$ cat config.mk
export PLATFORM = sky130hd
export DESIGN_NAME = package_version_compare
export DESIGN_NICKNAME = d
export VERILOG_FILES = /design/src/rtl/pvc_pkg.sv /design/src/rtl/package_version_compare.sv /design/src/rtl/pvc_ram.sv /design/src/rtl/pvc_dp.sv /design/src/rtl/pvc_ctrl.sv
export VERILOG_INCLUDE_DIRS = /design/src /design/src/rtl
export SDC_FILE = /design/constraint.sdc
export NUM_CORES = 2
export LEC_CHECK = 0
export BUFFER_PORTS_ARGS = -buffer_cell sky130_fd_sc_hd__buf_2
export CORE_ASPECT_RATIO = 0.5
export CORE_MARGIN = 2
export CORE_UTILIZATION = 40
export CTS_CLUSTER_SIZE = 16
export DETAILED_ROUTE_END_ITERATION = 12
export PLACE_DENSITY_LB_ADDON = 0.2
export SLEW_MARGIN = 15
export SYNTH_ARGS = -nofsm -noshare
export SYNTH_HDL_FRONTEND = slang
export SYNTH_SLANG_ARGS = --single-unit
export TNS_END_PERCENT = 50
$ cat constraint.sdc
create_clock -name clk -period 4.8 [get_ports clk]
set_input_delay 0.48 -clock clk [delete_from_list [all_inputs] [get_ports clk]]
set_output_delay 0.48 -clock clk [all_outputs]
set_load 0.02 [all_outputs]
$ cat src/rtl/assert_macros.svh
// Assertion shorthands for the RTL, included by pvc_ctrl.sv.
`ifndef ASSERT_MACROS_SVH
`define ASSERT_MACROS_SVH

// Property must hold at every rising clock edge outside reset.
`define ASSERT_PROP(lbl, clk, rst_n, prop, msg) \
	lbl: assert property (@(posedge clk) disable iff (!rst_n) prop) else $error(msg);

// Condition must never be seen at a rising clock edge outside reset.
`define ASSERT_NEVER(lbl, clk, rst_n, cond, msg) \
	lbl: assert property (@(posedge clk) disable iff (!rst_n) !(cond)) else $error(msg);

`endif

$ cat src/rtl/pvc_pkg.sv
package pvc_pkg;

	localparam logic CMD_LOAD    = 1'b0;
	localparam logic CMD_COMPARE = 1'b1;

	localparam logic [1:0] SLOT_VER_A = 2'd0;
	localparam logic [1:0] SLOT_REV_A = 2'd1;
	localparam logic [1:0] SLOT_VER_B = 2'd2;
	localparam logic [1:0] SLOT_REV_B = 2'd3;

	localparam logic [2:0] REL_NONE = 3'd0;
	localparam logic [2:0] REL_EQ   = 3'd1;
	localparam logic [2:0] REL_LT   = 3'd2;
	localparam logic [2:0] REL_LE   = 3'd3;
	localparam logic [2:0] REL_GT   = 3'd4;
	localparam logic [2:0] REL_GE   = 3'd5;

	localparam logic signed [1:0] SIGN_NEG  = -2'sd1;
	localparam logic signed [1:0] SIGN_ZERO = 2'sd0;
	localparam logic signed [1:0] SIGN_POS  = 2'sd1;

	localparam logic [7:0] CH_NUL   = 8'h00;
	localparam logic [7:0] CH_ZERO  = 8'h30;
	localparam logic [7:0] CH_NINE  = 8'h39;
	localparam logic [7:0] CH_UP_A  = 8'h41;
	localparam logic [7:0] CH_UP_Z  = 8'h5A;
	localparam logic [7:0] CH_LO_A  = 8'h61;
	localparam logic [7:0] CH_LO_Z  = 8'h7A;
	localparam logic [7:0] CH_TILDE = 8'h7E;

	typedef logic signed [9:0] weight_t;

	localparam weight_t WEIGHT_TILDE = -10'sd1;
	localparam weight_t SYM_BIAS     = 10'sd256;

	typedef struct packed {
		logic              load;
		logic              start;
		logic              next_part;
		logic              adv_a;
		logic              adv_b;
		logic              first_clr;
		logic              first_upd;
		logic              finish;
		logic signed [1:0] sign;
	} pvc_cmd_t;

	typedef struct packed {
		logic              part;
		logic              ep_gt;
		logic              ep_lt;
		logic              a_in;
		logic              b_in;
		logic              a_dig;
		logic              b_dig;
		logic              a_zero;
		logic              b_zero;
		logic              w_ne;
		logic              w_lt;
		logic              first_ne;
		logic signed [1:0] first;
	} pvc_stat_t;

	function automatic logic is_digit(input logic [7:0] c);
		return (c >= CH_ZERO) && (c <= CH_NINE);
	endfunction

	function automatic weight_t char_weight(input logic [7:0] c);
		weight_t w;
		if (is_digit(c) || c == CH_NUL) begin
			w = '0;
		end else if ((c >= CH_UP_A && c <= CH_UP_Z) || (c >= CH_LO_A && c <= CH_LO_Z)) begin
			w = weight_t'({2'b00, c});
		end else if (c == CH_TILDE) begin
			w = WEIGHT_TILDE;
		end else begin
			w = weight_t'({2'b00, c}) + SYM_BIAS;
		end
		return w;
	endfunction

	function automatic logic rel_holds(input logic [2:0] rel, input logic signed [1:0] s);
		logic h;
		case (rel)
			REL_NONE: h = 1'b1;
			REL_EQ:   h = (s == SIGN_ZERO);
			REL_LT:   h = (s == SIGN_NEG);
			REL_LE:   h = (s != SIGN_POS);
			REL_GT:   h = (s == SIGN_POS);
			REL_GE:   h = (s != SIGN_NEG);
			default:  h = 1'b0;
		endcase
		return h;
	endfunction

endpackage

$ cat src/rtl/package_version_compare.sv
// Load word: accepted whenever idle, one character per cycle back to back while idle.
// Compare word: result in the next cycle when the epochs differ; otherwise the FSM
// walks the version pair, then the revision pair if the versions are equal, through
// their registered-read RAMs, alternating fetch (S_F_*) and evaluate (S_E_*) states.
// Reset (arst_n low) empties all four stores and clears ovf_q and any pending result.
module package_version_compare #(
	parameter int MAX_LEN = 64
) (
	input  logic              clk,
	input  logic              arst_n,
	input  logic              in_valid,
	output logic              in_ready,
	input  logic              cmd,
	input  logic [1:0]        slot,
	input  logic [7:0]        ch,
	input  logic [31:0]       epoch_a,
	input  logic [31:0]       epoch_b,
	input  logic [2:0]        relation,
	output logic              out_valid,
	input  logic              out_ready,
	output logic signed [1:0] order_sign,
	output logic              holds,
	output logic              overflow
);
	import pvc_pkg::*;

	pvc_cmd_t  ctl;
	pvc_stat_t stat;

	// Controller: owns the handshake and the walk sequence. It accepts load words
	// whenever idle, even while a result waits in the output register, and holds
	// off compare words until that result has been taken.
	pvc_ctrl u_ctrl (
		.clk       (clk),
		.arst_n    (arst_n),
		.in_valid  (in_valid),
		.in_ready  (in_ready),
		.cmd       (cmd),
		.out_valid (out_valid),
		.out_ready (out_ready),
		.stat      (stat),
		.ctl       (ctl)
	);

	// Datapath: four character RAMs with their fill counters, the walk indices,
	// the weight and digit comparators and the result register. Fill counters
	// and the overflow flag drop to zero as each result is registered.
	pvc_dp #(
		.MAX_LEN (MAX_LEN)
	) u_dp (
		.clk        (clk),
		.arst_n     (arst_n),
		.ctl        (ctl),
		.stat       (stat),
		.slot       (slot),
		.ch         (ch),
		.epoch_a    (epoch_a),
		.epoch_b    (epoch_b),
		.relation   (relation),
		.order_sign (order_sign),
		.holds      (holds),
		.overflow   (overflow)
	);

endmodule

$ cat src/rtl/pvc_ram.sv
module pvc_ram #(
	parameter int WIDTH = 8,
	parameter int DEPTH = 64
) (
	input  logic                                  clk,
	input  logic                                  we,
	input  logic [((DEPTH > 1) ? $clog2(DEPTH) : 1)-1:0] waddr,
	input  logic [WIDTH-1:0]                      wdata,
	input  logic [((DEPTH > 1) ? $clog2(DEPTH) : 1)-1:0] raddr,
	output logic [WIDTH-1:0]                      rdata
);

	logic [WIDTH-1:0] mem_q [DEPTH];
	logic [WIDTH-1:0] rdata_q;

	always_ff @(posedge clk) begin
		if (we) begin
			mem_q[waddr] <= wdata;
		end
		rdata_q <= mem_q[raddr];
	end

	assign rdata = rdata_q;

endmodule

$ cat src/rtl/pvc_dp.sv
module pvc_dp #(
	parameter int MAX_LEN = 64
) (
	input  logic               clk,
	input  logic               arst_n,
	input  pvc_pkg::pvc_cmd_t  ctl,
	output pvc_pkg::pvc_stat_t stat,
	input  logic [1:0]         slot,
	input  logic [7:0]         ch,
	input  logic [31:0]        epoch_a,
	input  logic [31:0]        epoch_b,
	input  logic [2:0]         relation,
	output logic signed [1:0]  order_sign,
	output logic               holds,
	output logic               overflow
);
	import pvc_pkg::*;

	localparam int AW = (MAX_LEN > 1) ? $clog2(MAX_LEN) : 1;
	localparam int LW = $clog2(MAX_LEN + 1);

	logic [LW-1:0] len_va_q, len_ra_q, len_vb_q, len_rb_q;
	logic [LW-1:0] len_sel, la, lb;
	logic [LW-1:0] i_q, j_q;
	logic          part_q;
	logic          ovf_q;
	logic signed [1:0] first_q;
	logic [2:0]    rel_q, rel_sel;
	logic signed [1:0] order_sign_q;
	logic          holds_q, overflow_q;
	logic          full, wr_ok;
	logic [7:0]    rd_va, rd_ra, rd_vb, rd_rb;
	logic [7:0]    a_data, b_data, a_ch, b_ch;
	weight_t       wa, wb;

	// Store fill level of the slot being loaded
	always_comb begin
		case (slot)
			SLOT_VER_A: len_sel = len_va_q;
			SLOT_REV_A: len_sel = len_ra_q;
			SLOT_VER_B: len_sel = len_vb_q;
			default:    len_sel = len_rb_q;
		endcase
	end

	assign full  = (len_sel == LW'(MAX_LEN));
	assign wr_ok = ctl.load && (ch != CH_NUL) && !full;

	pvc_ram #(.WIDTH(8), .DEPTH(MAX_LEN)) u_ram_va (
		.clk(clk), .we(wr_ok && slot == SLOT_VER_A), .waddr(len_sel[AW-1:0]),
		.wdata(ch), .raddr(i_q[AW-1:0]), .rdata(rd_va)
	);
	pvc_ram #(.WIDTH(8), .DEPTH(MAX_LEN)) u_ram_ra (
		.clk(clk), .we(wr_ok && slot == SLOT_REV_A), .waddr(len_sel[AW-1:0]),
		.wdata(ch), .raddr(i_q[AW-1:0]), .rdata(rd_ra)
	);
	pvc_ram #(.WIDTH(8), .DEPTH(MAX_LEN)) u_ram_vb (
		.clk(clk), .we(wr_ok && slot == SLOT_VER_B), .waddr(len_sel[AW-1:0]),
		.wdata(ch), .raddr(j_q[AW-1:0]), .rdata(rd_vb)
	);
	pvc_ram #(.WIDTH(8), .DEPTH(MAX_LEN)) u_ram_rb (
		.clk(clk), .we(wr_ok && slot == SLOT_REV_B), .waddr(len_sel[AW-1:0]),
		.wdata(ch), .raddr(j_q[AW-1:0]), .rdata(rd_rb)
	);

	assign a_data = part_q ? rd_ra : rd_va;
	assign b_data = part_q ? rd_rb : rd_vb;
	assign la     = part_q ? len_ra_q : len_va_q;
	assign lb     = part_q ? len_rb_q : len_vb_q;

	// End of a string reads as NUL
	assign a_ch = (i_q < la) ? a_data : CH_NUL;
	assign b_ch = (j_q < lb) ? b_data : CH_NUL;
	assign wa   = char_weight(a_ch);
	assign wb   = char_weight(b_ch);

	assign stat.part     = part_q;
	assign stat.ep_gt    = (epoch_a > epoch_b);
	assign stat.ep_lt    = (epoch_a < epoch_b);
	assign stat.a_in     = (i_q < la);
	assign stat.b_in     = (j_q < lb);
	assign stat.a_dig    = is_digit(a_data);
	assign stat.b_dig    = is_digit(b_data);
	assign stat.a_zero   = (a_data == CH_ZERO);
	assign stat.b_zero   = (b_data == CH_ZERO);
	assign stat.w_ne     = (wa != wb);
	assign stat.w_lt     = (wa < wb);
	assign stat.first_ne = (first_q != SIGN_ZERO);
	assign stat.first    = first_q;

	always_ff @(posedge clk or negedge arst_n) begin
		if (!arst_n) begin
			len_va_q <= '0;
			len_ra_q <= '0;
			len_vb_q <= '0;
			len_rb_q <= '0;
			ovf_q    <= 1'b0;
		end else if (ctl.finish) begin
			len_va_q <= '0;
			len_ra_q <= '0;
			len_vb_q <= '0;
			len_rb_q <= '0;
			ovf_q    <= 1'b0;
		end else if (wr_ok) begin
			case (slot)
				SLOT_VER_A: len_va_q <= len_va_q + LW'(1);
				SLOT_REV_A: len_ra_q <= len_ra_q + LW'(1);
				SLOT_VER_B: len_vb_q <= len_vb_q + LW'(1);
				default:    len_rb_q <= len_rb_q + LW'(1);
			endcase
		end else if (ctl.load && ch != CH_NUL && full) begin
			ovf_q <= 1'b1;
		end
	end

	// Walk indices, active string pair and first differing digit
	always_ff @(posedge clk or negedge arst_n) begin
		if (!arst_n) begin
			part_q  <= 1'b0;
			i_q     <= '0;
			j_q     <= '0;
			first_q <= SIGN_ZERO;
		end else if (ctl.start || ctl.next_part) begin
			part_q  <= ctl.next_part;
			i_q     <= '0;
			j_q     <= '0;
			first_q <= SIGN_ZERO;
		end else begin
			if (ctl.adv_a) begin
				i_q <= i_q + LW'(1);
			end
			if (ctl.adv_b) begin
				j_q <= j_q + LW'(1);
			end
			if (ctl.first_clr) begin
				first_q <= SIGN_ZERO;
			end else if (ctl.first_upd && first_q == SIGN_ZERO && a_data != b_data) begin
				first_q <= (a_data < b_data) ? SIGN_NEG : SIGN_POS;
			end
		end
	end

	assign rel_sel = ctl.start ? relation : rel_q;

	always_ff @(posedge clk) begin
		if (ctl.start) begin
			rel_q <= relation;
		end
		if (ctl.finish) begin
			order_sign_q <= ctl.sign;
			holds_q      <= rel_holds(rel_sel, ctl.sign);
			overflow_q   <= ovf_q;
		end
	end

	assign order_sign = order_sign_q;
	assign holds      = holds_q;
	assign overflow   = overflow_q;

endmodule

$ cat src/rtl/pvc_ctrl.sv
`include "assert_macros.svh"

module pvc_ctrl (
	input  logic               clk,
	input  logic               arst_n,
	input  logic               in_valid,
	output logic               in_ready,
	input  logic               cmd,
	output logic               out_valid,
	input  logic               out_ready,
	input  pvc_pkg::pvc_stat_t stat,
	output pvc_pkg::pvc_cmd_t  ctl
);
	import pvc_pkg::*;

	typedef enum logic [2:0] {
		S_IDLE,
		S_F_NONDIG,
		S_E_NONDIG,
		S_F_ZEROS,
		S_E_ZEROS,
		S_F_DIGITS,
		S_E_DIGITS
	} state_t;

	state_t state_q, state_d;
	logic   out_valid_q;
	logic   accept;
	logic   nd_a, nd_b, za, zb, da, db;

	// Loads may stream in while a result waits; a compare needs the output free
	assign in_ready = (state_q == S_IDLE) && (!out_valid_q || cmd == CMD_LOAD);
	assign accept   = in_valid && in_ready;

	assign nd_a = stat.a_in && !stat.a_dig;
	assign nd_b = stat.b_in && !stat.b_dig;
	assign za   = stat.a_in && stat.a_zero;
	assign zb   = stat.b_in && stat.b_zero;
	assign da   = stat.a_in && stat.a_dig;
	assign db   = stat.b_in && stat.b_dig;

	always_comb begin
		ctl     = '0;
		state_d = state_q;
		case (state_q)
			S_IDLE: begin
				if (accept) begin
					if (cmd == CMD_LOAD) begin
						ctl.load = 1'b1;
					end else begin
						ctl.start = 1'b1;
						if (stat.ep_gt) begin
							ctl.finish = 1'b1;
							ctl.sign   = SIGN_POS;
						end else if (stat.ep_lt) begin
							ctl.finish = 1'b1;
							ctl.sign   = SIGN_NEG;
						end else begin
							state_d = S_F_NONDIG;
						end
					end
				end
			end
			S_F_NONDIG: state_d = S_E_NONDIG;
			S_E_NONDIG: begin
				if (!stat.a_in && !stat.b_in) begin
					// pair equal: move to the revisions, or report equal
					if (!stat.part) begin
						ctl.next_part = 1'b1;
						state_d       = S_F_NONDIG;
					end else begin
						ctl.finish = 1'b1;
						ctl.sign   = SIGN_ZERO;
						state_d    = S_IDLE;
					end
				end else if (nd_a || nd_b) begin
					if (stat.w_ne) begin
						ctl.finish = 1'b1;
						ctl.sign   = stat.w_lt ? SIGN_NEG : SIGN_POS;
						state_d    = S_IDLE;
					end else begin
						ctl.adv_a = stat.a_in;
						ctl.adv_b = stat.b_in;
						state_d   = S_F_NONDIG;
					end
				end else begin
					state_d = S_E_ZEROS;
				end
			end
			S_F_ZEROS: state_d = S_E_ZEROS;
			S_E_ZEROS: begin
				if (za || zb) begin
					ctl.adv_a = za;
					ctl.adv_b = zb;
					state_d   = S_F_ZEROS;
				end else begin
					state_d = S_E_DIGITS;
				end
			end
			S_F_DIGITS: state_d = S_E_DIGITS;
			S_E_DIGITS: begin
				if (da && db) begin
					ctl.first_upd = 1'b1;
					ctl.adv_a     = 1'b1;
					ctl.adv_b     = 1'b1;
					state_d       = S_F_DIGITS;
				end else if (da) begin
					ctl.finish = 1'b1;
					ctl.sign   = SIGN_POS;
					state_d    = S_IDLE;
				end else if (db) begin
					ctl.finish = 1'b1;
					ctl.sign   = SIGN_NEG;
					state_d    = S_IDLE;
				end else if (stat.first_ne) begin
					ctl.finish = 1'b1;
					ctl.sign   = stat.first;
					state_d    = S_IDLE;
				end else begin
					ctl.first_clr = 1'b1;
					state_d       = S_F_NONDIG;
				end
			end
			default: state_d = S_IDLE;
		endcase
	end

	always_ff @(posedge clk or negedge arst_n) begin
		if (!arst_n) begin
			state_q     <= S_IDLE;
			out_valid_q <= 1'b0;
		end else begin
			state_q <= state_d;
			if (ctl.finish) begin
				out_valid_q <= 1'b1;
			end else if (out_ready) begin
				out_valid_q <= 1'b0;
			end
		end
	end

	assign out_valid = out_valid_q;

	`ASSERT_NEVER(a_cmp_while_full, clk, arst_n, accept && cmd == CMD_COMPARE && out_valid_q, "compare taken while result pending")
	`ASSERT_NEVER(a_ready_busy, clk, arst_n, in_ready && state_q != S_IDLE, "input ready during a walk")
	`ASSERT_NEVER(a_finish_clobber, clk, arst_n, ctl.finish && out_valid_q, "result overwritten before taken")
	`ASSERT_PROP(a_part_once, clk, arst_n, ctl.next_part |-> !stat.part, "revision pair entered twice")

endmodule

=== Yosys cells after proc, flatten, opt, wreduce, memory -nomap -nowiden ===
Memories as Yosys holds them, arrays and structs flattened. A register that Yosys moved wholly into a read port is not among the register bits.
Cells that the tools add are included.

* Register bits after elaboration: 57
* Bits in writable memories: 2048
* Input bits: 82
* Output and inout port bits: 6
* Logic and storage cells: 242
* Memories kept: 4

* Add/subtract/negate cells: 8
* Magnitude comparators: 22
* Equality and inequality tests: 31
* Mux-type cells: 95
* Bitwise logic cells: 1
* Reduce and logical (&&, ||, !) cells: 66

{| class="wikitable"
|+ Memory list
! memory !! words !! width !! read ports !! clocked after Yosys merged registers in !! write ports !! RTL line !! text
|-
| u_dp.u_ram_ra.mem_q || 64 || 8 || 1 || 1 || 1 || pvc_ram.sv:13 || <nowiki>logic [WIDTH-1:0] mem_q [DEPTH];</nowiki>
|-
| u_dp.u_ram_rb.mem_q || 64 || 8 || 1 || 1 || 1 || pvc_ram.sv:13 ||
|-
| u_dp.u_ram_va.mem_q || 64 || 8 || 1 || 1 || 1 || pvc_ram.sv:13 ||
|-
| u_dp.u_ram_vb.mem_q || 64 || 8 || 1 || 1 || 1 || pvc_ram.sv:13 ||
|}

{| class="wikitable"
|+ Operator list
! cell !! count
|-
| two-way mux 7 bit || 18
|-
| two-way mux 3 bit || 22
|-
| two-way mux 10 bit || 6
|-
| adder 7 x 1 -> 7 bit, second input constant || 6
|-
| >= comparator 8 x 6 -> 1 bit, second input constant || 4
|-
| >= comparator 8 x 7 -> 1 bit, second input constant || 4
|-
| greater-than comparator 32 bit || 1
|-
| <= comparator 8 x 6 -> 1 bit, second input constant || 4
|-
| <= comparator 8 x 7 -> 1 bit, second input constant || 4
|-
| less-than comparator 32 bit || 1
|-
| two-way mux 8 bit || 4
|-
| logical AND 1 bit || 27
|-
| two-way mux 1 bit || 27
|-
| two-way mux 2 bit || 13
|-
| case mux 3 bit (7 select lines) || 1
|-
| case mux 7 bit (3 select lines) || 1
|-
| adder 8 x 9 -> 10 bit, second input constant || 2
|-
| nonzero test 2 bit || 9
|-
| equality test 8 x 6 -> 1 bit, second input constant || 2
|-
| equality test 8 x 7 -> 1 bit, second input constant || 2
|-
| logical NOT 8 bit || 2
|-
| equality test 3 bit, second input constant || 5
|-
| less-than comparator 7 bit || 2
|-
| equality test 3 x 2 -> 1 bit, second input constant || 4
|-
| 23 further kinds || 52
|}

=== Longest topological paths before layout ===
* Depth in word-level cells: 16
* Mapped depth: 22
* Depth with buffers taken out: 18

=== Hierarchy ===
From an unflattened synthesis, not the netlist that was laid out.

* Cells, all modules: 4362
* Area, all modules: 86081.3 sq um

{| class="wikitable"
|+ Modules (own cells, without submodules)
! module !! instances !! cells each !! area each (sq um) !! sequential area each (sq um)
|-
| pvc_ram || 4 || 940 || 20166.8 || 15534.9
|-
| pvc_dp || 1 || 535 || 4897.2 || 1331.3
|-
| pvc_ctrl || 1 || 67 || 516.7 || 100.1
|}

=== Worst setup path after synthesis ===
Ideal clock, no wire load.

* Path kind: flip-flop to flip-flop
* Start: reg u_dp.part_q
* End: reg u_dp.j_q[6]
* Setup time: 78 ps
* Arrival time: 5126 ps
* Data required time: 4722 ps
* Setup slack: -403 ps
* Cell stages (with the launch flop): 22
* Buffers on the path: 4
* Period minus slack after synthesis: 5203 ps
* Cell sequence: dfrtp_1 > buf_6 > buf_12 > clkbuf_1 > buf_1 > mux2i_1 > ha_1 > a41o_1 > a21oi_1 > o31ai_1 > nor2_1 > nand4_1 > a21boi_0 > ha_1 > nand4_1 > nor3_1 > nand3_1 > or2_2 > o221ai_4 > nand4_4 > or3_1 > a21oi_1

* Word-level cells in the longest chain between the ends: 14
* Elaborated cells on any way between the ends: 77
* Those cells by class: add/sub: 2; order compare: 18; eq/ne: 5; mux: 22; reduce/logical: 30

{| class="wikitable"
|+ RTL lines
! item !! RTL line !! text
|-
| from (decl) || pvc_dp.sv:25 || <nowiki>logic part_q;</nowiki>
|-
| from (signal assigned) || pvc_dp.sv:124 || <nowiki>part_q <= ctl.next_part;</nowiki>
|-
| branches (longest 14 deep; another with adder 8 x 9 -> 10 bit) || -- ||
|-
| to (signal assigned) || pvc_dp.sv:133 || <nowiki>j_q <= j_q + LW'(1);</nowiki>
|-
| to (decl) || pvc_dp.sv:24 || <nowiki>logic [LW-1:0] i_q, j_q;</nowiki>
|}

Parallel ways; which one is timed is not known.
A chain may end at the register's enable or synchronous reset.

=== Worst setup path in the final report ===
Ends and elaborated chain as after synthesis.

==> impl_metrics.yaml <==
clocking:
  clk_latency_ns: 0.85
  cts_inserted_buffers: 199
  clock_sinks: 2137
  clk_pin_slew_ns: 0.07
  htree_levels: 4
  clock-root-buffer: "clkbuf_16"
  cts_tree: "done"
  max-clock-path-buffers: 4
layout:
  regArea_um2: 63600
  stdcell_count: 7101
  design_area_um2: 95200
  nFillCells: 17418
  drive_gt1_frac: 0.281
  multiInputGateArea_um2: 20000
  syn_to_final_growth_pct: 12.4
  nets: 4252
placed_design:
  place_hpwl_mm: 138
  place_congestion: 0.855
  placed_cell_area_um2: 89000
  portBuffers: 87
  dp_cells: 6735
detailed_routing:
  ant_nets: 0
  drt_wl_total_mm: 219
  avgViaCountPerCell: 5.70
  drt_first_iter_violations: 4283
  drtPass1Iterations: 11
  vias: 40454
  drc: 0
  wire_per_inst_um: 30.9
synth:
  avgSynthCellArea_um2: 21.7
  synth_seq_cells: 2137
  yosysWarningCount: 0
  synth_nets: 4046
  synthArstFlopShare: 0.0234
  synth_ff_type: "edfxtp_1"
  synth_cells: 3896
  synthDistinctLibCells: 73
  synth-edff-count: 2052
  netlist_area_um2: 84600
  ys_seq_area_frac: 0.751
worst_hold_path:
  worstHoldPathType: "in -> reg"
power_and_ir_drop:
  leakagePower_nw: 29.0
  p_int_mw: 35.9
  comb_power_share: 0.288
  power_switching_mw: 14.9
  p_seq_frac: 0.414
  irDropWorstVdd_v: 0.000389
  power_density_nw_per_um2: 535
  switching_share: 0.293
  p_clk_frac: 0.298
  power.total_mw: 50.9
floorplan:
  coreArea_um2: 210000
  design.die.area_um2: 216000
  rows: 119
  die_y_um: 329
  initial_core_util: 0.402
  ioPinCount: 88
  dieWidth_um: 655
sta:
  worst-slew-pin-transition_ns: 1.26
  period_share: 0.927
  setup-violations-final: 0
  hold_ws_ns: 0.165
  maxSlewViolCount: 0
  max-slew-margin-rel: 0.161
  finalHoldViolCount: 0
  rsz0062_at_grt: "no"
  fmax_ghz: 0.225
  clock_skew_ns: 0.0555
  tns_ns: 0
  finalCriticalPeriod_ns: 4.45
setup_path:
  end_kind: "flop"
  max_stage_delay_ns: 0.43
  cp_slowest_cell: "dfrtp_2"
  path_buf_inv: 2
  worst_ep_arrival_time_ns: 5.19
  cp.required_ns: 5.54
  worstSetupStartpointType: "flop"
  path_max_fanout: 28
  path_cells: "buf_12 > mux2i_1 > ha_1 > or3_1 > o22ai_1 > o211ai_1 > buf_4 > nand2b_1 > nor2_1 > nor2_1 > ha_1 > nand4_1 > nor3_2 > nand3_1 > or2_2 > o221ai_4 > nand4_4 > or3_1 > a21oi_1"
  cp_top_family: "simple AND/OR/NAND/NOR gates"
  critPathKind: "reg -> reg"
grt:
  antenna_found_initial: 12
  grt_pass1_vias: 40887
  grt_pass1_wl_mm: 311
  overflow: 0
  grt_max_degree: 204
  grtUsageTotal: 0.203
run:
  cap_violations: 0
run_status:
  status: "finished, final reports clean"
==> per-stage QoR <==
stage,utilization,setup WS (ns)
6_report,0.452,0.349
5_1_grt,0.452,0.0177
4_1_cts,0.452,0.213
3_5_place_dp,0.423,0.257
3_3_place_gp,0.423,0.343
2_1_floorplan,-,0.0519
==> worst paths after layout <==
path / end / slack (ns) / cells past startpoint / start
worst max-delay path: u_dp.j_q[6]$_DFFE_PN0P_ / 0.35 / 19 / u_dp.part_q$_DFFE_PN0N_
worst min-delay path: u_dp.ovf_q$_DFFE_PN0P_ / 0.16 / 5 / in_valid
worst max register to register: u_dp.j_q[6]$_DFFE_PN0P_ / 0.35 / 19 / u_dp.part_q$_DFFE_PN0N_
worst min register to register: u_dp.overflow$_DFFE_PP_ / 0.45 / 0 / u_dp.ovf_q$_DFFE_PN0P_
max in group asynchronous: u_dp.j_q[0]$_DFFE_PN0P_ / 3.91 / 3 / arst_n
min in group asynchronous: u_dp.i_q[0]$_DFFE_PN0P_ / 0.34 / 3 / arst_n
==> logic make-up (layout without fill, tap and decap cells) <==
| family | count (synthesis) | count (layout) | synth area share |
|---|---|---|---|
| flip-flops | 2137 | 2137 | 0.751 |
| AO/OA/AOI/OAI | 105 | 105 | 0.00883 |
| adder cells (fa/ha/maj) | 68 | 68 | 0.0101 |
| buffers and inverters | 268 | 620 | 0.0124 |
| multiplexers | 715 | 715 | 0.185 |
| AND/OR/NAND/NOR | 570 | 570 | 0.0289 |
| other | 0 | 10 | 0 |
| XOR/XNOR | 33 | 33 | 0.00341 |
==> flip-flops by register name, summed over array words and instances, names as in the netlist, 3 cells and up <==
name,flops
u_dp.u_ram_rb.mem_q,512
u_dp.u_ram_va.mem_q,512
u_dp.j_q,7
u_dp.len_va_q,7
u_dp.u_ram_ra.mem_q,512
u_dp.u_ram_vb.mem_q,512
u_dp.u_ram_va.rdata,8
u_dp.i_q,7
u_dp.u_ram_rb.rdata,8
u_dp.rel_q,3
u_ctrl.state_q,3
u_dp.len_vb_q,7
u_dp.len_rb_q,7
u_dp.u_ram_ra.rdata,8
u_dp.u_ram_vb.rdata,8
u_dp.len_ra_q,7
==> cell usage in the layout, fill, tap and decap left out, drive strengths merged, types with 4 or more instances in the layout <==
master       netlist  layout
and4               5       5
and3              11      11
edfxtp          2052    2052
nand3             14      14
nand4             27      27
clkbuf           120     252
o2111ai            4       4
nor2             347     347
nor4               6       6
inv               67      74
xor2              21      21
dfrtp             50      50
clkinv             0      76
nor3              18      18
bufinv             0      10
xnor2             12      12
a21oi             34      34
mux2               5       5
or2                7       7
ha                68      68
diode              0      10
nand2            109     109
mux2i             31      31
buf               81     198
dfxtp             35      35
nand2b            10      10
a21o               8       8
mux4             679     679
o211ai             7       7
o21ai             11      11
dlygate4sd3        0       8
o21a               6       6
==> synthesized netlist by cell type, types with 3 or more instances <==
master,instances,share of area
or2_2,7,0.00052
mux2i_2,3,0.00049
dfxtp_1,35,0.0083
edfxtp_1,2052,0.73
o22ai_1,3,0.00022
nand2b_1,10,0.00074
and3_1,11,0.00081
buf_1,67,0.0030
o211ai_1,7,0.00062
xnor2_1,12,0.0012
a221o_1,3,0.00035
nand3_1,14,0.00083
o21ai_0,11,0.00065
xor2_1,21,0.0022
a21o_1,8,0.00071
mux2i_1,27,0.0032
ha_1,68,0.010
inv_2,5,0.00022
clkbuf_1,119,0.0053
inv_1,62,0.0027
a31oi_1,3,0.00022
and4_1,5,0.00052
nand4_1,26,0.0019
o21a_1,6,0.00053
o2111ai_1,3,0.00031
nand2_1,109,0.0048
a21oi_1,33,0.0020
mux2_2,4,0.00053
buf_2,11,0.00065
mux4_2,679,0.18
dfrtp_1,50,0.015
nor2_1,346,0.015
nor3_1,16,0.00095
nor2b_1,3,0.00022
nor4_1,6,0.00044
==> cell type report <==
class                      count  area share
antenna                       10    0.000263
clock buffer                 252      0.0561
clock inverter                95     0.00770
inverter                      67     0.00267
multi-input combinational   1491       0.211
sequential                  2137       0.668
tap                         2843      0.0374
timing repair buffer         206      0.0170
==> worst register-to-register path, cell delays in order, from the launching register on <==
cell      delay [ns]
dfrtp_2         0.43
buf_12          0.18
mux2i_1         0.17
ha_1            0.20
or3_1           0.36
o22ai_1         0.18
o211ai_1        0.23
buf_4           0.21
nand2b_1        0.22
nor2_1          0.13
nor2_1          0.06
ha_1            0.28
nand4_1         0.12
nor3_2          0.19
nand3_1         0.14
or2_2           0.33
o221ai_4        0.26
nand4_4         0.14
or3_1           0.40
a21oi_1         0.15
==> repair_timing <==
item,CTS,global route
setup buffers,0,1
hold buffers,8,0
hold endpoints to repair,100,0
endpoints found under the setup margin,0,6
gates resized for setup,0,2
==> power groups by stage <==
stage | Clock (mW) | Sequential [mW] | Combinational (mW)
finish | 15.2 | 21.1 | 14.6
CTS | 15.4 | 21.0 | 14.8
floorplan | 0 | 21.2 | 9.92
global placement | 0 | 21.4 | 14.7
detailed placement | 0 | 21.4 | 14.7
global route | 16.1 | 21.1 | 15.5
==> routing by layer <==
| metal | global-route usage | up-vias | part of all wire |
|---|---|---|---|
| li1 | - | 16653 | - |
| met1 | 0.294 | 22017 | 0.43 |
| met2 | 0.313 | 1461 | 0.46 |
| met3 | 0.0533 | 313 | 0.085 |
| met4 | 0.0427 | 10 | 0.020 |
| met5 | 0.00538 | - | 0.0012 |
(Power assumes the default switching activity.)
